$ cat config.mk
export PLATFORM = sky130hd
export DESIGN_NAME = sorted_record_table
export DESIGN_NICKNAME = d
export VERILOG_FILES = /design/src/hw/rtl/srt_pkg.sv /design/src/hw/rtl/sorted_record_table.sv
export SDC_FILE = /design/constraint.sdc
export NUM_CORES = 2
export LEC_CHECK = 0
export BUFFER_PORTS_ARGS = -buffer_cell sky130_fd_sc_hd__clkbuf_2
export CORE_MARGIN = 5
export CORE_UTILIZATION = 57
export CTS_CLUSTER_SIZE = 30
export DETAILED_ROUTE_END_ITERATION = 7
export HOLD_SLACK_MARGIN = 0.05
export PLACE_DENSITY = 0.72
export RECOVER_POWER = 50
export SLEW_MARGIN = 20
export SYNTH_ARGS = -nofsm -noshare
export SYNTH_HDL_FRONTEND = slang
export SYNTH_MEMORY_MAX_BITS = 65536
export SYNTH_SLANG_ARGS = --single-unit
$ cat constraint.sdc
create_clock -name clk -period 4.9 [get_ports clk]
set_clock_uncertainty 0.1 [all_clocks]
set_input_delay 0.49 -clock clk [delete_from_list [all_inputs] [get_ports clk]]
set_output_delay 0.49 -clock clk [all_outputs]
set_load 0.02 [all_outputs]
$ cat src/hw/rtl/srt_pkg.sv
package srt_pkg;

	localparam int TABLE_DEPTH = 64;
	localparam int IDX_W       = $clog2(TABLE_DEPTH);
	localparam int CNT_W       = $clog2(TABLE_DEPTH + 1);

	localparam int ID_W  = 14;
	localparam int KEY_W = 25;
	localparam int PAY_W = 40;
	localparam int ENT_W = KEY_W + PAY_W;
	localparam int RES_W = 7;

	localparam logic CMD_INSERT = 1'b0;
	localparam logic CMD_DELETE = 1'b1;

	typedef enum logic [7:0] {
		ST_IDLE = 8'b0000_0001,
		ST_SCAN = 8'b0000_0010,
		ST_CHK  = 8'b0000_0100,
		ST_DEC  = 8'b0000_1000,
		ST_MOVE = 8'b0001_0000,
		ST_MVWR = 8'b0010_0000,
		ST_PUT  = 8'b0100_0000,
		ST_DONE = 8'b1000_0000
	} state_t;

endpackage

$ cat src/hw/rtl/sorted_record_table.sv
// each command scans the stored records in order from the start, then shifts the records
// that follow its position where needed, before the result is loaded
// throughput: one command at a time, the next is taken the cycle after the result is
// loaded; the sequential scan and shift through the record memory set the pace
// reset: arst_n clears the record count, the sequencer and the result valid flag;
// the record memory is not cleared, only entries below the count are ever read
module sorted_record_table
	import srt_pkg::*;
(
	input  logic        clk,
	input  logic        arst_n,
	input  logic        s_tvalid,
	output logic        s_tready,
	input  logic [71:0] s_tdata,  // record_id, arrival_hour, arrival_minute, depart_hour,
	                              // depart_minute, delay_hours, delay_minutes,
	                              // seat_capacity, service_class, zero fill
	input  logic        s_tuser,  // cmd
	output logic        m_tvalid,
	input  logic        m_tready,
	output logic [15:0] m_tdata   // status, was_update, removed_count, entry_count
);

	logic [ENT_W-1:0] mem [TABLE_DEPTH];
	logic [ENT_W-1:0] rd_q;

	state_t           state_q;
	logic             cmd_q;
	logic [KEY_W-1:0] key_q;
	logic [PAY_W-1:0] pay_q;
	logic [CNT_W-1:0] n_q, ptr_q, pos_q, first_q, rem_q, i_q;
	logic             upd_q, fail_q;
	logic             m_tvalid_q;
	logic [15:0]      m_tdata_q;

	logic             mem_re, mem_we;
	logic [IDX_W-1:0] mem_raddr, mem_waddr;
	logic [ENT_W-1:0] mem_wdata;
	logic [CNT_W-1:0] im1, idst;
	logic [KEY_W-1:0] rd_key;
	logic [ID_W-1:0]  rd_id, key_id;

	assign s_tready = (state_q == ST_IDLE);
	assign m_tvalid = m_tvalid_q;
	assign m_tdata  = m_tdata_q;

	assign im1    = i_q - 1'b1;
	assign idst   = i_q - rem_q;
	assign rd_key = rd_q[ENT_W-1:PAY_W];
	assign rd_id  = rd_key[KEY_W-1:KEY_W-ID_W];
	assign key_id = key_q[KEY_W-1:KEY_W-ID_W];

	always_comb begin
		mem_re    = 1'b0;
		mem_raddr = ptr_q[IDX_W-1:0];
		mem_we    = 1'b0;
		mem_waddr = ptr_q[IDX_W-1:0];
		mem_wdata = rd_q;
		case (state_q)
			ST_SCAN: begin
				mem_re = (ptr_q < n_q);
			end
			ST_CHK: begin
				// key already held: overwrite payload in place
				if (cmd_q == CMD_INSERT && rd_key == key_q) begin
					mem_we    = 1'b1;
					mem_wdata = {key_q, pay_q};
				end
			end
			ST_MOVE: begin
				if (cmd_q == CMD_INSERT) begin
					mem_re    = (i_q > pos_q);
					mem_raddr = im1[IDX_W-1:0];
				end else begin
					mem_re    = (i_q < n_q);
					mem_raddr = i_q[IDX_W-1:0];
				end
			end
			ST_MVWR: begin
				mem_we    = 1'b1;
				mem_waddr = (cmd_q == CMD_INSERT) ? i_q[IDX_W-1:0] : idst[IDX_W-1:0];
			end
			ST_PUT: begin
				mem_we    = 1'b1;
				mem_waddr = pos_q[IDX_W-1:0];
				mem_wdata = {key_q, pay_q};
			end
			default: ;
		endcase
	end

	always_ff @(posedge clk) begin
		if (mem_we)
			mem[mem_waddr] <= mem_wdata;
		if (mem_re)
			rd_q <= mem[mem_raddr];
	end

	always_ff @(posedge clk or negedge arst_n) begin
		if (!arst_n) begin
			state_q    <= ST_IDLE;
			n_q        <= '0;
			m_tvalid_q <= 1'b0;
		end else begin
			if (m_tvalid_q && m_tready && state_q != ST_DONE)
				m_tvalid_q <= 1'b0;
			case (state_q)
				ST_IDLE: begin
					if (s_tvalid) begin
						cmd_q   <= s_tuser;
						key_q   <= {s_tdata[13:0], s_tdata[18:14], s_tdata[24:19]};
						pay_q   <= s_tdata[64:25];
						ptr_q   <= '0;
						rem_q   <= '0;
						first_q <= '0;
						upd_q   <= 1'b0;
						fail_q  <= 1'b0;
						state_q <= ST_SCAN;
					end
				end
				ST_SCAN: begin
					if (ptr_q < n_q) begin
						state_q <= ST_CHK;
					end else begin
						pos_q   <= ptr_q;
						state_q <= ST_DEC;
					end
				end
				ST_CHK: begin
					if (cmd_q == CMD_INSERT) begin
						if (rd_key < key_q) begin
							ptr_q   <= ptr_q + 1'b1;
							state_q <= ST_SCAN;
						end else if (rd_key == key_q) begin
							upd_q   <= 1'b1;
							state_q <= ST_DONE;
						end else begin
							pos_q   <= ptr_q;
							state_q <= ST_DEC;
						end
					end else begin
						if (rd_id < key_id) begin
							ptr_q   <= ptr_q + 1'b1;
							state_q <= ST_SCAN;
						end else if (rd_id == key_id) begin
							if (rem_q == '0)
								first_q <= ptr_q;
							rem_q   <= rem_q + 1'b1;
							ptr_q   <= ptr_q + 1'b1;
							state_q <= ST_SCAN;
						end else begin
							pos_q   <= ptr_q;
							state_q <= ST_DEC;
						end
					end
				end
				ST_DEC: begin
					if (cmd_q == CMD_INSERT) begin
						if (n_q == CNT_W'(TABLE_DEPTH)) begin
							fail_q  <= 1'b1;
							state_q <= ST_DONE;
						end else begin
							i_q     <= n_q;
							state_q <= ST_MOVE;
						end
					end else begin
						if (rem_q == '0) begin
							fail_q  <= 1'b1;
							state_q <= ST_DONE;
						end else begin
							i_q     <= first_q + rem_q;
							state_q <= ST_MOVE;
						end
					end
				end
				ST_MOVE: begin
					if (cmd_q == CMD_INSERT) begin
						state_q <= (i_q > pos_q) ? ST_MVWR : ST_PUT;
					end else if (i_q < n_q) begin
						state_q <= ST_MVWR;
					end else begin
						n_q     <= n_q - rem_q;
						state_q <= ST_DONE;
					end
				end
				ST_MVWR: begin
					i_q     <= (cmd_q == CMD_INSERT) ? im1 : i_q + 1'b1;
					state_q <= ST_MOVE;
				end
				ST_PUT: begin
					n_q     <= n_q + 1'b1;
					state_q <= ST_DONE;
				end
				ST_DONE: begin
					// hold the result until the output register is free
					if (!m_tvalid_q || m_tready) begin
						m_tvalid_q <= 1'b1;
						m_tdata_q  <= {RES_W'(n_q), RES_W'(rem_q), upd_q, fail_q};
						state_q    <= ST_IDLE;
					end
				end
				default: state_q <= ST_IDLE;
			endcase
		end
	end

endmodule
Word level (Yosys, flattened, before mapping)
Memories as Yosys holds them, arrays and structs flattened. A register that Yosys moved wholly into a read port is not among the register bits.
Cells that the tools add are included.
{ "word_totals": {"ram_bits": 4160, "input_bits": 77, "word_cells": 155, "latchBits": 0, "out_inout_bits": 18, "memories": 1, "mem_bits_ro": 0, "reg_bits": 135} }
{ "mem_list": {"columns": ["memory", "words", "word_bits", "read_ports", "rd_clocked_by_memory_dff", "wr", "line_no", "text"], "rows": [
  ["mem", 64, 65, 1, 1, 1, "sorted_record_table.sv:23", "logic [ENT_W-1:0] mem [TABLE_DEPTH];"]
]} }
{ "classes": {"add_sub_neg": 8, "shift": 0, "bitwise": 1, "mul": 0, "n_eq_ne": 34, "order_cmp": 5, "reduce_logical": 23, "muxes": 69, "n_div": 0} }
{ "op_table": {"columns": ["cell", "count"], "rows": [
  ["2-to-1 mux 7 bit", 25],
  ["case mux 65 bit (2 select lines)", 1],
  ["case mux 7 bit (2 select lines)", 6],
  ["2-to-1 mux 8 bit", 10],
  ["2-to-1 mux 65 bit", 1],
  ["case mux 8 bit (8 select lines)", 1],
  ["adder 7 x 1 -> 7 bit (second input constant)", 4],
  ["!= test 3 bit (second input constant)", 9],
  ["== test 25 bit", 1],
  ["less-than comparator 25 bit", 1],
  ["!= test 2 bit (second input constant)", 12],
  ["2-to-1 mux 6 bit", 3],
  ["== test 14 bit", 1],
  ["less-than comparator 14 bit", 1],
  ["less-than comparator 7 bit", 2],
  ["2-to-1 mux 1 bit", 14],
  ["AND reduction 7 bit", 2],
  ["2-to-1 mux 4 bit", 3],
  ["case mux 6 bit (2 select lines)", 1],
  ["AND reduction 6 bit", 2],
  ["AND reduction 5 bit", 2],
  ["nonzero test 2 bit", 5],
  ["AND reduction 3 bit", 3],
  ["== test 8 x 1 -> 1 bit (second input constant)", 1],
  ["24 further kinds", 29]
]} }

Depth between registers and ports, before layout
{ "depth": {"word_depth": 6, "ltp_mapped": 14, "ltp_nobuf": 13} }

Least setup slack after synthesis
No wires, ideal clock.
{ "synth_timing": {"kind": "reg-to-reg", "startpoint": "register state_q[0]", "endpoint": "memory mem[0][40] in the netlist's numbering (data pin)", "slack_ns": 0.111, "t_arrival_ns": 3.987, "period_less_slack_ns": 4.789, "required_ns": 4.098, "path_buffers": 2, "setup_time_ns": 0.702, "path_stages_with_launch": 9, "path_cell_list": "dfstp_2 -> nor3_1 -> nand3b_1 -> inv_2 -> nand3_1 -> nand2b_1 -> buf_2 -> buf_2 -> o21ai_0"} }
{ "synth_between": {"elab_chain_len": 2, "elab_cells_between_ends": 3, "classes_between": "eq/ne (2); mux (1)"} }
{ "synth_rtl": {"columns": ["item", "line_no", "text"], "rows": [
  ["start: declaration", "sorted_record_table.sv:26", "state_t state_q;"],
  ["start signal: assignment", "sorted_record_table.sv:177", "state_q <= (i_q > pos_q) ? ST_MVWR : ST_PUT;"],
  ["== test 8 x 7 -> 1 bit or == test 8 x 3 -> 1 bit (tied branches)", "sorted_record_table.sv:58", "case (state_q)"],
  ["case mux 65 bit (2 select lines) *", "sorted_record_table.sv:58", null],
  ["net mem_wdata[40]", "sorted_record_table.sv:37", "logic [ENT_W-1:0] mem_wdata;"],
  ["end: declaration", "sorted_record_table.sv:23", null]
]} }
Mark *: on every way through the listed nets, which the timed path passes. The rest lies on a longest branch.

Final worst setup path
{ "layout_timing": {"startpoint": "register state_q[1]", "endpoint": "memory mem[48][45] in the netlist's numbering (data pin)"} }
The elaborated chain is that of the path after synthesis.

==> results.py <==
metrics = {
    "outcome": {
        "status": "finished, violations left",
        "violations": "max-capacitance violations, max-slew violations",
    },
    "logic_synthesis": {
        "synth.distinct_cells": 69,
        "synth_top_family_by_area": "multiplexers",
        "synthSimpleGateAreaFrac_pct": 4.64,
        "ys_seq_elements": 1720,
        "postSynthAreaPerCell_um2": 16.7,
        "synth-seq-area-share_pct": 75.0,
        "synth_cells": 4130,
        "synth_compound_area_share_pct": 7.55,
        "post_synth_instance_area_mm2": 0.0688,
        "ys_async_sr_fraction_pct": 0.930,
        "syn_nets": 4279,
        "synth-xor-area-share_pct": 0.446,
        "ys.warnings.count": 0,
        "synthAdderAreaFrac_pct": 1.34,
        "synth_edf_count": 1704,
        "synth_ff_type": "edfxtp_1",
        "synthMuxAreaShare_pct": 9.01,
    },
    "power": {
        "finalPower_w": 0.0336,
        "p_per_area_mw_per_mm2": 432,
        "p_int_w": 0.0249,
        "pwr-share-comb_pct": 14.2,
        "p_seq_share_pct": 50.0,
        "p_clk_share_pct": 35.8,
        "peakVddDrop_mv": 0.316,
        "sw_frac_of_total_pct": 25.9,
        "power_leakage_nw": 26.5,
        "p_sw_w": 0.00869,
    },
    "cells_and_area": {
        "layout.nets": 4517,
        "multiInputGateArea_mm2": 0.0163,
        "final_common_cell": "edfxtp_1",
        "final_cell_mix": "edfxtp_1 (1,704), mux2i_1 (587), nand2_1 (485)",
        "fillers": 8054,
        "synthToLayoutAreaGrowth_pct": 13.1,
        "drive_gt1_share_pct": 13.0,
        "ff_latch_area_mm2": 0.0516,
    },
    "floorplan": {
        "row_count": 127,
        "die_h_um": 357,
        "start_util_pct": 57.4,
        "die_w_um": 357,
        "die_area_mm2": 0.128,
        "ios": 95,
        "core_mm2": 0.120,
    },
    "clocking": {
        "numCtsBuffers": 169,
        "cts_max_path_buffers": 3,
        "cts_sinks": 1720,
        "cts_tree": "yes",
        "htree_num_levels": 4,
        "clk_latency_ns": 0.79,
        "cts-root-buf": "clkbuf_16",
        "cts_hold_buffers": 29,
        "cts.reportedPaths.clkPinSlew_ns": 0.06,
        "cts_resized": 0,
        "post-cts-setup-buffers": 0,
    },
    "worst_setup_path": {
        "required_ns": 5.00,
        "cp-start-kind": "flip-flop",
        "crit_buf_inv": 3,
        "path_class": "reg -> reg",
        "critPathTopFamily": "buffers and inverters",
        "path_max_fanout": 64,
        "worstPathCellList": "or4_1, nor4_1, clkbuf_1, nand2b_1, buf_4, mux2_2, clkbuf_2",
        "cpPeakStageDelay_ns": 0.80,
        "cpMaxStageDelayCell": "clkbuf_2",
        "endpoint_kind": "flip-flop",
        "crit_arrival_ns": 4.77,
    },
    "timing": {
        "maxSlewViolCount": 88,
        "max-slew-margin-rel_pct": -18.8,
        "fmax_mhz": 214,
        "finalSetupTns_ns": 0,
        "min_period_ns": 4.67,
        "setup_viol": 0,
        "post-route-period-util_pct": 95.3,
        "rsz0062_at_grt": "no",
        "tightest_slew_ns": 1.78,
        "hold_violations": 0,
    },
    "route": {
        "vias": 40100,
        "post-route-drc-count": 0,
        "ant_nets": 0,
        "wirelength_um": 181000,
        "viasPerCell": 6.55,
        "firstDrtPassIters": 5,
        "wire_per_inst_um": 29.6,
        "drt_iter0_drc": 4807,
    },
    "grt": {
        "track_usage_pct": 28.4,
        "grt_pass1_wl_um": 262000,
        "grt-ovfl-total": 0,
        "grt_max_degree": 148,
        "antenna_found_initial": 7,
        "grt_pass1_vias": 38800,
    },
    "placement": {
        "dp_hpwl_um": 103000,
        "place_congestion": 0.911,
        "portBuffers": 47,
    },
    "run": {
        "cap_violations": 4,
    },
    "worst_hold_path": {
        "hp-class": "in -> reg",
    },
}
==> cell usage after synthesis (5+ instances only) <==
| library cell | count | area share (%) |
|---|---|---|
| xnor2_1 | 22 | 0.28 |
| xor2_1 | 13 | 0.17 |
| nand2b_1 | 14 | 0.13 |
| dfrtp_1 | 15 | 0.55 |
| mux2i_1 | 588 | 8.6 |
| o21ai_0 | 22 | 0.16 |
| a22oi_1 | 80 | 0.87 |
| mux2_2 | 28 | 0.46 |
| edfxtp_1 | 1704 | 74 |
| buf_1 | 17 | 0.093 |
| nand2_1 | 486 | 2.7 |
| a21o_1 | 21 | 0.23 |
| o21a_1 | 6 | 0.065 |
| buf_4 | 26 | 0.28 |
| ha_1 | 69 | 1.3 |
| a32oi_1 | 249 | 3.2 |
| nor2b_1 | 9 | 0.082 |
| a21oi_1 | 34 | 0.25 |
| or3_1 | 5 | 0.045 |
| nand4_1 | 32 | 0.29 |
| a221oi_1 | 178 | 2.3 |
| nor2_1 | 50 | 0.27 |
| clkbuf_1 | 151 | 0.82 |
| buf_2 | 52 | 0.38 |
| inv_1 | 65 | 0.35 |
| buf_6 | 6 | 0.098 |
| a211oi_1 | 10 | 0.11 |
| nand3_1 | 19 | 0.14 |
| nor4_1 | 6 | 0.055 |
| and3_1 | 6 | 0.055 |
| and2_1 | 10 | 0.091 |
| nor3_1 | 78 | 0.57 |
==> power groups by stage <==
stage	Sequential (W)	Clock, W	Combinational (W)
after global routing	0.0168	0.0128	0.00504
after CTS	0.0168	0.0122	0.00471
after detailed placement	0.0171	0	0.00467
after global placement	0.0171	0	0.00458
final	0.0168	0.0121	0.00477
after floorplan	0.0170	0	0.00286
==> worst reg2reg max path, stage by stage (launching register included) <==
cell	delay [ns]
dfrtp_1	0.44
or4_1	0.61
nor4_1	0.39
clkbuf_1	0.74
nand2b_1	0.20
buf_4	0.37
mux2_2	0.40
clkbuf_2	0.80
==> sequential cells by signal, indices dropped and copies added, names as in the netlist, 7 cells and up <==
signal   count
first_q      7
rd_q        25
ptr_q        7
mem       1600
i_q          7
key_q       25
rem_q        7
pos_q        7
n_q          7
state_q      8
m_tdata     16
==> cell families (layout without fill, tap and decap cells) <==
| logic type | count (synthesis) | in the layout |
|---|---|---|
| flip-flops | 1720 | 1720 |
| AND/OR/NAND/NOR | 734 | 734 |
| AO/OA/AOI/OAI | 633 | 633 |
| multiplexers | 616 | 616 |
| buffers and inverters | 320 | 688 |
| adder cells (fa/ha/maj) | 72 | 72 |
| XOR/XNOR | 35 | 35 |
| other | 0 | 5 |
==> area by class of cell <==
type / count / share of cell area [%]
multi-input combinational: 2090 / 20.9
clock inverter: 83 / 0.765
antenna: 5 / 0.0161
clock buffer: 218 / 5.75
inverter: 66 / 0.318
sequential: 1720 / 66.3
tap: 1612 / 2.59
timing repair buffer: 321 / 3.38
==> path summary, 6_finish.rpt <==
kind | startpoint | endpoint | slack, ns | cells after the start
worst min register to register | upd_q | m_tdata[1] | 0.33 | 0
max in group asynchronous | arst_n | state_q[4] | 3.67 | 2
worst min-delay path | s_tdata[22] | key_q[3] | 0.33 | 2
worst max-delay path | state_q[1] | mem[48][45] | 0.23 | 7
min in group asynchronous | arst_n | n_q[3] | 0.36 | 2
worst max register to register | state_q[1] | mem[48][45] | 0.23 | 7
==> metal layers <==
layer | global-route usage (%) | wire, um
met1 | 38.6 | 68900
met2 | 44.3 | 83300
met3 | 6.59 | 19900
met4 | 12.5 | 8850
met5 | 0 | 26
==> metrics by stage <==
| step | cell area, um^2 | std cells | hold slack [ns] | setup WS [ns] | util, % |
|---|---|---|---|---|---|
| after floorplan | 68800 | 4130 | 0.0944 | 0.111 | - |
| after global placement | 72600 | 5780 | 0.305 | 0.552 | 60.5 |
| after detailed placement | 72600 | 5780 | 0.308 | 0.456 | 60.5 |
| after CTS | 78000 | 6110 | 0.0826 | 0.425 | 65.0 |
| after global routing | 77800 | 6110 | 0.308 | 0.106 | 64.9 |
| final | 77800 | 6115 | 0.325 | 0.229 | 64.9 |
(Power assumes the default switching activity.)
